File: src/rtl/bir_pkg.sv
// Shared types and constants for the branch instruction relocator.
package bir_pkg;

  localparam int unsigned AddressBitsDefault = 64;
  localparam int unsigned FieldAddressBits   = 64;

  localparam logic [5:0] OPC_BRANCH      = 6'd18;
  localparam logic [5:0] OPC_BRANCH_COND = 6'd16;

  localparam logic [1:0] STATUS_OK         = 2'd0;
  localparam logic [1:0] STATUS_RANGE      = 2'd1;
  localparam logic [1:0] STATUS_NOT_BRANCH = 2'd2;

  typedef struct packed {
    logic [31:0]                   instruction_word;
    logic [FieldAddressBits-1:0]   source_address;
    logic [FieldAddressBits-1:0]   dest_address;
  } in_word_t;

  typedef struct packed {
    logic [31:0]                   new_instruction;
    logic [FieldAddressBits-1:0]   abs_target;
    logic [1:0]                    status;
  } out_word_t;

  typedef struct packed {
    logic is_branch;
    logic is_cond;
    logic absolute;
  } dec_ctl_t;

endpackage

File: src/rtl/branch_instruction_relocator.sv
// Top level of the branch instruction relocator.
//
// Usage: present a word on request and raise start. The word is taken at
// any rising edge where start is high and busy is low; busy is never
// raised, so one word can be taken every cycle.
// request carries the instruction word, the source address and the
// destination address. The word passes through the input register and then
// the result register, and the result word is shown on result with done
// high for exactly one cycle.
// Throughput is one word per cycle; one
// combinational pass of decode, target add, offset subtract and range
// check sits between the two registers.
// Address arithmetic wraps at ADDRESS_BITS; higher address bits are
// ignored and abs_target is zero above ADDRESS_BITS.
// Reset (rst, synchronous, active high) drops all words in flight and
// clears done. The receiver cannot stall: each result is shown once.
module branch_instruction_relocator #(
  parameter int unsigned ADDRESS_BITS = bir_pkg::AddressBitsDefault
) (
  input  logic               clk,
  input  logic               rst,
  input  logic               start,
  output logic               busy,
  input  bir_pkg::in_word_t  request,
  output logic               done,
  output bir_pkg::out_word_t result
);

  logic                    in_valid;
  bir_pkg::in_word_t       in_reg;
  bir_pkg::dec_ctl_t       ctl;
  logic [ADDRESS_BITS-1:0] target;
  bir_pkg::out_word_t      res_next;

  assign busy = 1'b0;

  always_ff @(posedge clk) begin
    if (rst) begin
      in_valid <= 1'b0;
      done     <= 1'b0;
    end else begin
      in_valid <= start && !busy;
      done     <= in_valid;
    end
    if (start && !busy) begin
      in_reg <= request;
    end
    if (in_valid) begin
      result <= res_next;
    end
  end

  bir_decode #(
    .ADDRESS_BITS(ADDRESS_BITS)
  ) u_decode (
    .word   (in_reg.instruction_word),
    .src    (in_reg.source_address[ADDRESS_BITS-1:0]),
    .ctl    (ctl),
    .target (target)
  );

  bir_encode #(
    .ADDRESS_BITS(ADDRESS_BITS)
  ) u_encode (
    .word   (in_reg.instruction_word),
    .ctl    (ctl),
    .target (target),
    .dst    (in_reg.dest_address[ADDRESS_BITS-1:0]),
    .res    (res_next)
  );

endmodule

File: src/rtl/bir_decode.sv
// Branch form decode and absolute target computation.
module bir_decode #(
  parameter int unsigned ADDRESS_BITS = bir_pkg::AddressBitsDefault
) (
  input  logic [31:0]             word,
  input  logic [ADDRESS_BITS-1:0] src,
  output bir_pkg::dec_ctl_t       ctl,
  output logic [ADDRESS_BITS-1:0] target
);

  logic [5:0]              opc;
  logic [ADDRESS_BITS-1:0] disp_u;
  logic [ADDRESS_BITS-1:0] disp_c;
  logic [ADDRESS_BITS-1:0] disp;
  logic [ADDRESS_BITS-1:0] base;

  assign opc    = word[31:26];
  assign disp_u = {{(ADDRESS_BITS-26){word[25]}}, word[25:2], 2'b00};
  assign disp_c = {{(ADDRESS_BITS-16){word[15]}}, word[15:2], 2'b00};

  always_comb begin
    ctl.is_branch = (opc == bir_pkg::OPC_BRANCH) || (opc == bir_pkg::OPC_BRANCH_COND);
    ctl.is_cond   = (opc == bir_pkg::OPC_BRANCH_COND);
    ctl.absolute  = word[1];
  end

  assign disp   = ctl.is_cond ? disp_c : disp_u;
  assign base   = ctl.absolute ? '0 : src;
  assign target = ctl.is_branch ? (disp + base) : '0;

endmodule

File: src/rtl/bir_encode.sv
// Offset computation, range check and branch word rebuild.
module bir_encode #(
  parameter int unsigned ADDRESS_BITS = bir_pkg::AddressBitsDefault
) (
  input  logic [31:0]             word,
  input  bir_pkg::dec_ctl_t       ctl,
  input  logic [ADDRESS_BITS-1:0] target,
  input  logic [ADDRESS_BITS-1:0] dst,
  output bir_pkg::out_word_t      res
);

  logic [ADDRESS_BITS-1:0] offset;
  logic                    aligned;
  logic                    fits_u;
  logic                    fits_c;
  logic                    fits;

  assign offset  = ctl.absolute ? target : (target - dst);
  assign aligned = (offset[1:0] == 2'b00);
  assign fits_u  = (&offset[ADDRESS_BITS-1:25]) || !(|offset[ADDRESS_BITS-1:25]);
  assign fits_c  = (&offset[ADDRESS_BITS-1:15]) || !(|offset[ADDRESS_BITS-1:15]);
  assign fits    = aligned && (ctl.is_cond ? fits_c : fits_u);

  always_comb begin
    res.abs_target      = bir_pkg::FieldAddressBits'(target);
    res.new_instruction = '0;
    if (!ctl.is_branch) begin
      res.status = bir_pkg::STATUS_NOT_BRANCH;
    end else if (!fits) begin
      res.status = bir_pkg::STATUS_RANGE;
    end else begin
      res.status = bir_pkg::STATUS_OK;
      if (ctl.is_cond) begin
        res.new_instruction = {bir_pkg::OPC_BRANCH_COND, word[25:16], offset[15:2], word[1:0]};
      end else begin
        res.new_instruction = {bir_pkg::OPC_BRANCH, offset[25:2], word[1:0]};
      end
    end
  end

endmodule

File: config.mk
export PLATFORM = sky130hd
export DESIGN_NAME = branch_instruction_relocator
export DESIGN_NICKNAME = d
export VERILOG_FILES = /design/src/rtl/bir_pkg.sv /design/src/rtl/branch_instruction_relocator.sv /design/src/rtl/bir_decode.sv /design/src/rtl/bir_encode.sv
export SDC_FILE = /design/constraint.sdc
export NUM_CORES = 1
export LEC_CHECK = 0
export BUFFER_PORTS_ARGS = -buffer_cell sky130_fd_sc_hd__clkbuf_2
export CORE_MARGIN = 5
export CORE_UTILIZATION = 54
export DETAILED_ROUTE_END_ITERATION = 6
export GPL_TIMING_DRIVEN = 0
export PLACE_DENSITY = 0.77
export SETUP_SLACK_MARGIN = 0.05
export SYNTH_ARGS = -nofsm -noshare
export SYNTH_HDL_FRONTEND = slang
export SYNTH_SLANG_ARGS = --single-unit
File: constraint.sdc
create_clock -name clk -period 11.2 [get_ports clk]
set_clock_uncertainty 0.15 [all_clocks]
set_input_delay 0.56 -clock clk [delete_from_list [all_inputs] [get_ports clk]]
set_output_delay 0.56 -clock clk [all_outputs]
set_load 0.01 [all_outputs]
== Word level (Yosys, flattened, before mapping) ==
Cells that the tools add are included.
Storage, ports and cells
  flip-flop bits (word level): 260
  output and inout bits: 100
Cells by class
  add/subtract/negate cells: 2
  equality and inequality tests: 2
  muxes and demuxes: 7
  reductions and logical operators: 12
Operators with widths (number)
  two-way mux 64 bit: 4
  adder 64 bit: 1
  subtractor 64 bit: 1
  AND reduction 49 bit: 1
  OR reduction 49 bit: 1
  AND reduction 39 bit: 1
  OR reduction 39 bit: 1
  two-way mux 28 bit: 1
  equality test 6 x 5 -> 1 bit (second input constant): 2
  logical OR 1 bit: 3
  zero test 1 bit: 2
  zero test 2 bit: 1
  two-way mux 1 bit: 2
  AND reduction 2 bit: 1
  logical AND 1 bit: 1

== Depth between registers and ports, before layout ==
Gate-level depths: netlist (run 1).
  depth after elaboration: 12
  mapped depth: 34

== By module ==
Synthesis (run 1) repeated with hierarchy kept, for this count alone.
Unflattened totals
  cell total of the unflattened synthesis: 2186
  area, all modules: 19904.1 µm²
By module, submodules not included
  branch_instruction_relocator: instances 1, cells each 264, area an instance 7811.2 µm², sequential area each 7787.5 µm²
  bir_encode: instances 1, cells each 1141, area an instance 7143.1 µm², sequential area each 0.0 µm²
  bir_decode: instances 1, cells each 781, area an instance 4949.7 µm², sequential area each 0.0 µm²

== Least setup slack after synthesis (run 1) ==
No wires, ideal clock.
  kind: flip-flop to flip-flop
  start point: register in_reg[158] in the netlist's numbering
  end point: register result[0] in the netlist's numbering (data pin)
  arrival: 8.627 ns
  data required time: 10.795 ns
  slack: 2.168 ns
  cell stages (with the launch flop): 26
  clock period less this slack: 9.032 ns
  cell sequence: edfxtp_1 or4b_4 nor3_1 o21ai_0 ha_1 buf_2 a21oi_2 nand2_1 a221o_1 a221o_1 a31o_2 xnor2_1 nor2_1 ha_1 a21oi_1 o21ai_0 a21o_1 a21oi_1 mux2_2 o221ai_1 nor3_1 or4_1 or4_4 nor4_4 nand4_4 and3_1
RTL lines
  start: declaration: line branch_instruction_relocator.sv:30  | bir_pkg::in_word_t in_reg;
  start signal: assignment: line branch_instruction_relocator.sv:46  | in_reg <= request;
  end signal: assignment: line branch_instruction_relocator.sv:49  | result <= res_next;
  end: declaration: line branch_instruction_relocator.sv:26  | output bir_pkg::out_word_t result

==> results.yml, run 1 <==
worst_setup_path:
  crit_fanout: 10
  cp-end-kind: "flop"
  timing.critical_path.from: "in_reg[129]$_DFFE_PP_"
  reg2reg_depth: 31
  r2r_slack_ns: 0.47
  cp-start-kind: "flop"
  max_stage_delay_ns: 0.61
  worstSetupPathType: "reg -> reg"
  worst_r2r_endpoint: "result[73]$_SDFFCE_PN0P_"
  critPathRequiredTime_ns: 11.47
  arrival_ns: 11.00
  rr_startpoint: "in_reg[129]$_DFFE_PP_"
  cp_slowest_cell: "clkbuf_1"
  cp-endpoint: "result[73]$_SDFFCE_PN0P_"
synthesis:
  yosysUniqueCellTypes: 97
  ys_seq_area_share_pct: 38.4
  syn-mean-instance-area_um2: 8.90
  synth-seq-cells: 256
  synth_edf_count: 254
  yosys_warnings: 0
  synth_flop_cell: "edfxtp_1"
  synth_cells: 2244
  ys_async_sr_fraction_pct: 0
  syn_area_um2: 20000
layout:
  register_area_um2: 7670
  finalNetCount: 2888
  syn2layout_area_growth_pct: 17.8
  fin_cells: 3088
  final_common_cell: "clkbuf_2"
  n_antenna_cell: 0
  drive_above_1_share_pct: 16.0
  final_cell_mix: "clkbuf_2, edfxtp_1, nand2_1"
  largest_reg_flops: 160
  fillers: 2967
  multi_input_area_um2: 11400
sta:
  tightestPinTransition_ns: 1.11
  fin_setup_tns_ns: 0
  setup_viol: 0
  max_freq_mhz: 93.2
  hold_viol_final: 0
  finalCritPeriodShare_pct: 95.8
  slew_headroom_pct: 25.2
  holdWs_ns: 0.0256
  slew_viol_final: 0
  rsz0062_at_grt: "no"
  post-route-min-period_ns: 10.73
drt:
  drc: 0
  viasPerCell: 6.48
  ant_nets: 0
  drtIter0Drc: 2404
  first_pass_iters: 5
  drt-total-wl_um: 75500
  wl_per_cell_um: 24.4
  vias: 20000
floorplan:
  num_rows: 70
  die_w_um: 202
  die_y_um: 202
  core-area_um2: 36500
  ios: 263
  start_util_pct: 54.7
  die-area_um2: 40900
grt:
  grt_pass1_vias: 19200
  grt_util_all_layers_pct: 35.4
  antenna_found_initial: 1
  overflow: 0
  grt_start_max_net_pins: 106
  grt_first_pass_wirelength_um: 113000
placed_design:
  place_inst: 2976
  dpl.hpwl_um: 59900
  gp_congestion: 1.01
  numPortBuffers: 257
clock_tree:
  clock_sinks: 256
  h-tree-depth: 1
  tritoncts: "done"
  clk_pin_slew_ns: 0.06
  cts-root-buf: "clkbuf_16"
  clk_latency_ns: 0.56
  clk_path_buf_depth: 3
  numCtsBuffers: 27
flow_run:
  drv_cap: 0
status:
  outcome: "completed"
power:
  p_leak_uw: 0.00922
  pwr_density_cell_nw_per_um2: 126
  peakVddDrop_mv: 0.137
min_path:
  holdCritStartpoint: "request[82]"
  hold_path_class: "in -> reg"
## synthesized netlist by cell type, drive strengths merged (41+ instances only)
cell	n	area share [%]
a21oi	226	6.1
o21a	46	1.7
inv	103	1.9
o21ai	163	4.1
nand4	77	2.5
ha	124	7.8
o211ai	41	1.6
nor2	181	3.5
xnor2	48	2.1
nor2b	69	2.2
clkbuf	82	1.6
edfxtp	254	38
nor3	57	1.5
nand2	227	4.3
## stage by stage
step	util [%]	instance area [um^2]	setup slack, ns	power [uW]
final	64.4	23500	0.466	2950
after global routing	64.4	23500	0.210	3070
after CTS	64.4	23500	0.265	2930
after detailed placement	60.1	22000	-1.29	2000
after global placement	59.8	21900	-1.31	1990
after floorplan	-	20000	2.17	1710
## power breakdown
part / internal, uW / switching, uW
registers: 1130 / 25.5
logic: 296 / 591
clock network: 534 / 380
total: 1960 / 996
## layout make-up
cell class	count	area share, %
buffer	120	2.26
clock buffer	30	2.92
clock inverter	20	0.883
inverter	103	1.64
multi-input combinational	1767	48.6
sequential	256	32.6
tap	468	2.49
timing repair buffer	324	8.53
## logic make-up after synthesis
family / share of synthesized area (%)
AOI/OAI and AO/OA: 23.7
other: 0.0188
adders and majority gates: 7.97
muxes: 1.40
DFF: 38.4
buffers and inverters: 4.59
xor gates and xnor gates: 3.51
and+or+nand+nor: 20.4
## what timing repair did
item,CTS,global route
gates resized for setup,8,6
buffers inserted,2,0
endpoints found under the setup margin,29,29
cloned,0,0
hold buffers,62,0
endpoints found under the hold margin,62,0
## worst max-delay path: cells and delay by family, from the launching register on
family / cells / cell delay [ns]
buffers and inverters: 9 / 3.16
AOI/OAI and AO/OA: 10 / 2.97
and+or+nand+nor: 9 / 2.93
DFF: 1 / 0.51
adders and majority gates: 2 / 0.46
xor gates and xnor gates: 1 / 0.38
## worst min path at each step
stage,end,slack (ns),cells after the start
after floorplan,result[2]$_DFFE_PP_,0.35,2
after global routing,in_reg[110]$_DFFE_PP_,0.007,1
after global placement,result[2]$_DFFE_PP_,0.38,2
final,in_reg[82]$_DFFE_PP_,0.03,1
after CTS,in_reg[125]$_DFFE_PP_,0.00008,1
after detailed placement,result[2]$_DFFE_PP_,0.41,2
## per-layer routing
layer  track usage, %  vias to the layer above  share of wire [%]
met5                0                        -              0.017
met4             12.2                        2                4.2
met3             5.17                      195                9.2
met2             58.4                     1142                 46
met1             48.1                     9501                 41
li1                 -                     9180                  -
No activity file was read; power rests on OpenSTA's default activity.
==> run 2, diff against run 1 <==
--- a/config.mk
+++ b/config.mk
@@ -6,11 +6,13 @@
 export NUM_CORES = 1
 export LEC_CHECK = 0
 export BUFFER_PORTS_ARGS = -buffer_cell sky130_fd_sc_hd__clkbuf_2
+export CELL_PAD_IN_SITES_DETAIL_PLACEMENT = 0
+export CELL_PAD_IN_SITES_GLOBAL_PLACEMENT = 1
 export CORE_MARGIN = 5
-export CORE_UTILIZATION = 54
+export CORE_UTILIZATION = 45
 export DETAILED_ROUTE_END_ITERATION = 6
 export GPL_TIMING_DRIVEN = 0
-export PLACE_DENSITY = 0.77
+export PLACE_DENSITY = 0.83
 export SETUP_SLACK_MARGIN = 0.05
 export SYNTH_ARGS = -nofsm -noshare
 export SYNTH_HDL_FRONTEND = slang
==> results.yml, run 2 (synthesis gave the netlist of run 1 again) <==
sta:
  slew_viol_final: 0
  tightestPinTransition_ns: 1.25
  slew_headroom_pct: 14.4
  max_freq_mhz: 92.5
  hold_viol_final: 0
  finalCritPeriodShare_pct: 96.6
  post-route-min-period_ns: 10.81
  holdWs_ns: 0.0235
  rsz0062_at_grt: "no"
  setup_viol: 0
placed_design:
  numPortBuffers: 257
  dpl.hpwl_um: 63100
  gp_congestion: 0.969
  place_area_um2: 22100
power:
  peakVddDrop_mv: 0.136
  p_leak_uw: 0.00956
  pwr_density_cell_nw_per_um2: 122
worst_setup_path:
  timing.critical_path.from: "in_reg[129]$_DFFE_PP_"
  crit_fanout: 10
  max_stage_delay_ns: 0.68
  reg2reg_depth: 29
  worst_r2r_endpoint: "result[67]$_SDFFCE_PN0P_"
  cp-end-kind: "flop"
  rr_startpoint: "in_reg[129]$_DFFE_PP_"
  critPathMostFrequentCell: "clkbuf_1"
  arrival_ns: 11.08
  worstSetupPathType: "reg -> reg"
  critPathRequiredTime_ns: 11.47
  cp_slowest_cell: "nor3b_1"
  cp-start-kind: "flop"
  cp-endpoint: "result[67]$_SDFFCE_PN0P_"
  r2r_slack_ns: 0.39
floorplan:
  die-area_um2: 48700
  die_y_um: 221
  ios: 263
  core-area_um2: 44000
  num_rows: 77
  die_w_um: 221
  start_util_pct: 45.3
grt:
  grt_pass1_vias: 19000
  global_route.usage.met3_pct: 3.75
  grt_start_max_net_pins: 99
  busiest_layer: "met2"
  overflow: 0
  grt_first_pass_wirelength_um: 117000
  grt_util_all_layers_pct: 31.6
  antenna_found_initial: 0
  grt_use_met1_pct: 44.7
  use_met2_pct: 52.1
clock_tree:
  clk_latency_ns: 0.58
  h-tree-depth: 1
  clk_path_buf_depth: 3
  clk_pin_slew_ns: 0.06
  numCtsBuffers: 28
  tritoncts: "done"
  cts-root-buf: "clkbuf_16"
  clock_sinks: 256
drt:
  vias: 19900
  drc: 0
  drtIter0Drc: 1711
  drt-total-wl_um: 79100
  first_pass_iters: 7
  viasPerCell: 6.04
  wl_per_cell_um: 24.0
  ant_nets: 0
flow_run:
  drv_cap: 0
layout:
  final_area_um2: 24500
  final_common_cell: "clkbuf_2"
  drive_above_1_share_pct: 15.8
  largest_reg_flops: 160
  final_cell_mix: "clkbuf_2, edfxtp_1, nand2_1"
  finalNetCount: 2966
  syn2layout_area_growth_pct: 22.5
  n_antenna_cell: 0
status:
  outcome: "completed"
min_path:
  hold_path_class: "in -> reg"
  holdCritStartpoint: "request[35]"
run 2: worst min-delay path by stage:
| stage | end | slack (ns) | cells past startpoint |
|---|---|---|---|
| 6_report | in_reg[35]$_DFFE_PP_ | 0.02 | 1 |
| 5_1_grt | in_reg[35]$_DFFE_PP_ | 0.003 | 1 |
| 4_1_cts | in_reg[35]$_DFFE_PP_ | 0.0001 | 1 |
| 3_5_place_dp | result[2]$_DFFE_PP_ | 0.39 | 2 |
| 3_3_place_gp | result[2]$_DFFE_PP_ | 0.38 | 2 |
| 2_1_floorplan | result[2]$_DFFE_PP_ | 0.35 | 2 |
run 2: worst max-delay path, delay by kind of cell (launching register included):
kind                       cells  cell delay, ns
buffers and inverters          8            3.28
AOI/OAI and AO/OA             10            3.15
and+or+nand+nor                8            2.42
adders and majority gates      2            0.84
muxes                          1            0.39
DFF                            1            0.37
run 2: what timing repair did:
item,in CTS,in global routing
setup buffers,0,3
gates resized for setup,11,9
endpoints found under the setup margin,29,29
hold buffers,136,0
pin swaps,0,0
endpoints found under the hold margin,137,0
run 2: where the power goes:
part           internal [uW]  switching, uW  total, uW
sequential              1130           25.4       1150
combinational            313            601        914
clock                    538            388        926
run 2: stage by stage:
stage	setup TNS [ns]	total power [uW]	util, %	worst slack (ns)	instances
after floorplan	0	1710	-	2.17	2248
final	0	2990	55.6	0.386	3291
after CTS	0	2980	55.5	0.0883	3289
after global routing	0	3130	55.6	0.0978	3291
after global placement	-42.11	2010	50.0	-1.48	3097
after detailed placement	-45.75	2020	50.2	-1.61	3101
run 2: final cells by class:
cell class	instances	area (um^2)
flip-flops and latches	256	7670
well taps	592	741
fillers	3998	19600
multi-input cells	1767	11500
plain buffers	121	537
clock buffers	39	793
repair buffers	400	2760
inverters	103	387
clock inverters	13	120
run 2: metal layers:
metal | wire length (um) | vias to the layer above
li1 | - | 9337
met1 | 34700 | 9637
met2 | 36700 | 784
met3 | 5280 | 114
met4 | 2400 | 0
met5 | 0 | -
==> run 3, diff against run 2 <==
--- a/config.mk
+++ b/config.mk
@@ -6,8 +6,10 @@
 export NUM_CORES = 1
 export LEC_CHECK = 0
 export BUFFER_PORTS_ARGS = -buffer_cell sky130_fd_sc_hd__clkbuf_2
+export CAP_MARGIN = 20
 export CELL_PAD_IN_SITES_DETAIL_PLACEMENT = 0
 export CELL_PAD_IN_SITES_GLOBAL_PLACEMENT = 1
+export CORE_ASPECT_RATIO = 1.25
 export CORE_MARGIN = 5
 export CORE_UTILIZATION = 45
 export DETAILED_ROUTE_END_ITERATION = 6
==> results.yml, run 3 (synthesis gave the netlist of run 1 again) <==
grt:
  grt_start_max_net_pins: 87
  grt_pass1_vias: 19300
  antenna_found_initial: 1
  overflow: 0
  grt_first_pass_wirelength_um: 118000
  grt_util_all_layers_pct: 31.7
worst_setup_path:
  rr_startpoint: "in_reg[129]$_DFFE_PP_"
  r2r_slack_ns: 0.38
  crit_buf_inv: 10
  cpLargestDelayFamily: "simple AND/OR/NAND/NOR gates"
  cp-start-kind: "flop"
  worstSetupPathType: "reg -> reg"
  cp-end-kind: "flop"
  crit_fanout: 10
  timing.critical_path.from: "in_reg[129]$_DFFE_PP_"
  cp_slowest_cell: "a311oi_1"
  reg2reg_depth: 30
  worst_r2r_endpoint: "result[81]$_SDFFCE_PN0P_"
  arrival_ns: 11.12
  critPathRequiredTime_ns: 11.51
  max_stage_delay_ns: 0.86
drt:
  first_pass_iters: 6
  drt-total-wl_um: 79900
  vias: 19800
  maxUsedRoutingLayer: "met4"
  m1WireLength_um: 32300
  ant_nets: 0
  met2WireLength_um: 38900
  wl_met3_um: 4700
  viasPerCell: 6.08
  wl_per_cell_um: 24.5
  drtIter0Drc: 1801
  drc: 0
sta:
  finalCritPeriodShare_pct: 96.6
  hold_viol_final: 0
  tightestPinTransition_ns: 1.10
  setup_viol: 0
  rsz0062_at_grt: "no"
  holdWs_ns: 0.0144
  max_freq_mhz: 92.4
  slew_viol_final: 0
  post-route-min-period_ns: 10.82
  slew_headroom_pct: 24.6
status:
  outcome: "completed"
floorplan:
  die_y_um: 246
  ios: 263
  num_rows: 86
  start_util_pct: 45.4
  core-area_um2: 44000
  die_w_um: 198
  die-area_um2: 48700
clock_tree:
  tritoncts: "done"
  numCtsBuffers: 26
  clk_path_buf_depth: 3
  cts-root-buf: "clkbuf_16"
  clk_pin_slew_ns: 0.07
  clk_latency_ns: 0.60
  h-tree-depth: 1
  clock_sinks: 256
layout:
  utilization_pct: 55.3
  multi_input_area_um2: 11400
  final_cell_mix: "clkbuf_2, edfxtp_1, nand2_1"
  largest_reg_flops: 160
  final_common_cell: "clkbuf_2"
  fin_cells: 3261
  fillers: 4035
  syn2layout_area_growth_pct: 21.9
  drive_above_1_share_pct: 15.6
  register_area_um2: 7670
  finalNetCount: 2959
placed_design:
  place_inst: 3081
  numPortBuffers: 257
  dpl.hpwl_um: 63900
  gp_congestion: 1.03
power:
  pwr_density_cell_nw_per_um2: 122
  peakVddDrop_mv: 0.162
  p_total_uw: 2970
  p_leak_uw: 0.00951
min_path:
  hold_end: "in_reg[39]$_DFFE_PP_"
  hold_path_class: "in -> reg"
  min_path_cells: 1
  holdCritStartpoint: "request[39]"
flow_run:
  drv_cap: 0
## run 3: cell count changes in the layout (fill, tap and decap cells not counted), sizes merged
cell,change
dlygate4sd3,-2
inv,-1
buf,-3
diode,+1
bufinv,+2
clkbuf,-8
clkinvlp,+1
## run 3: cell type report
cell class,instances,area share (%)
diodes,1,0.0103
plain buffers,120,2.19
clock buffers,31,2.75
clock inverters,15,0.874
inverters,103,1.59
multi-input cells,1767,46.9
flip-flops and latches,256,31.5
well taps,572,2.94
repair buffers,396,11.2
## run 3: worst max path at each step
| stage | end | slack (ns) | cells past startpoint |
|---|---|---|---|
| floorplan | result[0]$_SDFFCE_PN0P_ | 2.17 | 25 |
| global placement | result[72]$_SDFFCE_PN0P_ | -1.71 | 30 |
| detailed placement | result[72]$_SDFFCE_PN0P_ | -1.61 | 30 |
| CTS | result[72]$_SDFFCE_PN0P_ | 0.13 | 30 |
| global route | result[72]$_SDFFCE_PN0P_ | 0.12 | 29 |
| finish | result[81]$_SDFFCE_PN0P_ | 0.38 | 30 |
## run 3: worst register-to-register path, delay by kind of cell, from the launching register on
family,cells,cell delay (ns)
DFF,1,0.51
buffers and inverters,10,3.17
AOI/OAI and AO/OA,7,2.72
adders and majority gates,2,0.57
and+or+nand+nor,11,3.57
## run 3: per-layer routing
metal | vias to the layer above | global-route usage [%]
met1 | 9518 | 40.6
met3 | 179 | 3.18
met2 | 806 | 54.7
li1 | 9316 | -
met5 | - | 0
met4 | 0 | 13.0
## run 3: power breakdown
part	leakage [uW]	internal (uW)	switching, uW	total (uW)
Clock	0.000418	521	385	906
Combinational	0.00674	312	600	912
Sequential	0.00235	1130	25.3	1150
## run 3: stage by stage
step | setup WS (ns) | area [um^2] | setup TNS (ns)
global route | 0.124 | 24300 | 0
finish | 0.382 | 24300 | 0
detailed placement | -1.61 | 22100 | -45.25
CTS | 0.126 | 24200 | 0
global placement | -1.71 | 22000 | -47.56
floorplan | 2.17 | 20000 | 0
## run 3: what timing repair did
| action | CTS | global route |
|---|---|---|
| endpoints found under the hold margin | 126 | 9 |
| setup buffers | 1 | 0 |
| endpoints found under the setup margin | 29 | 29 |
| hold buffers | 125 | 9 |
| resized for setup | 8 | 7 |
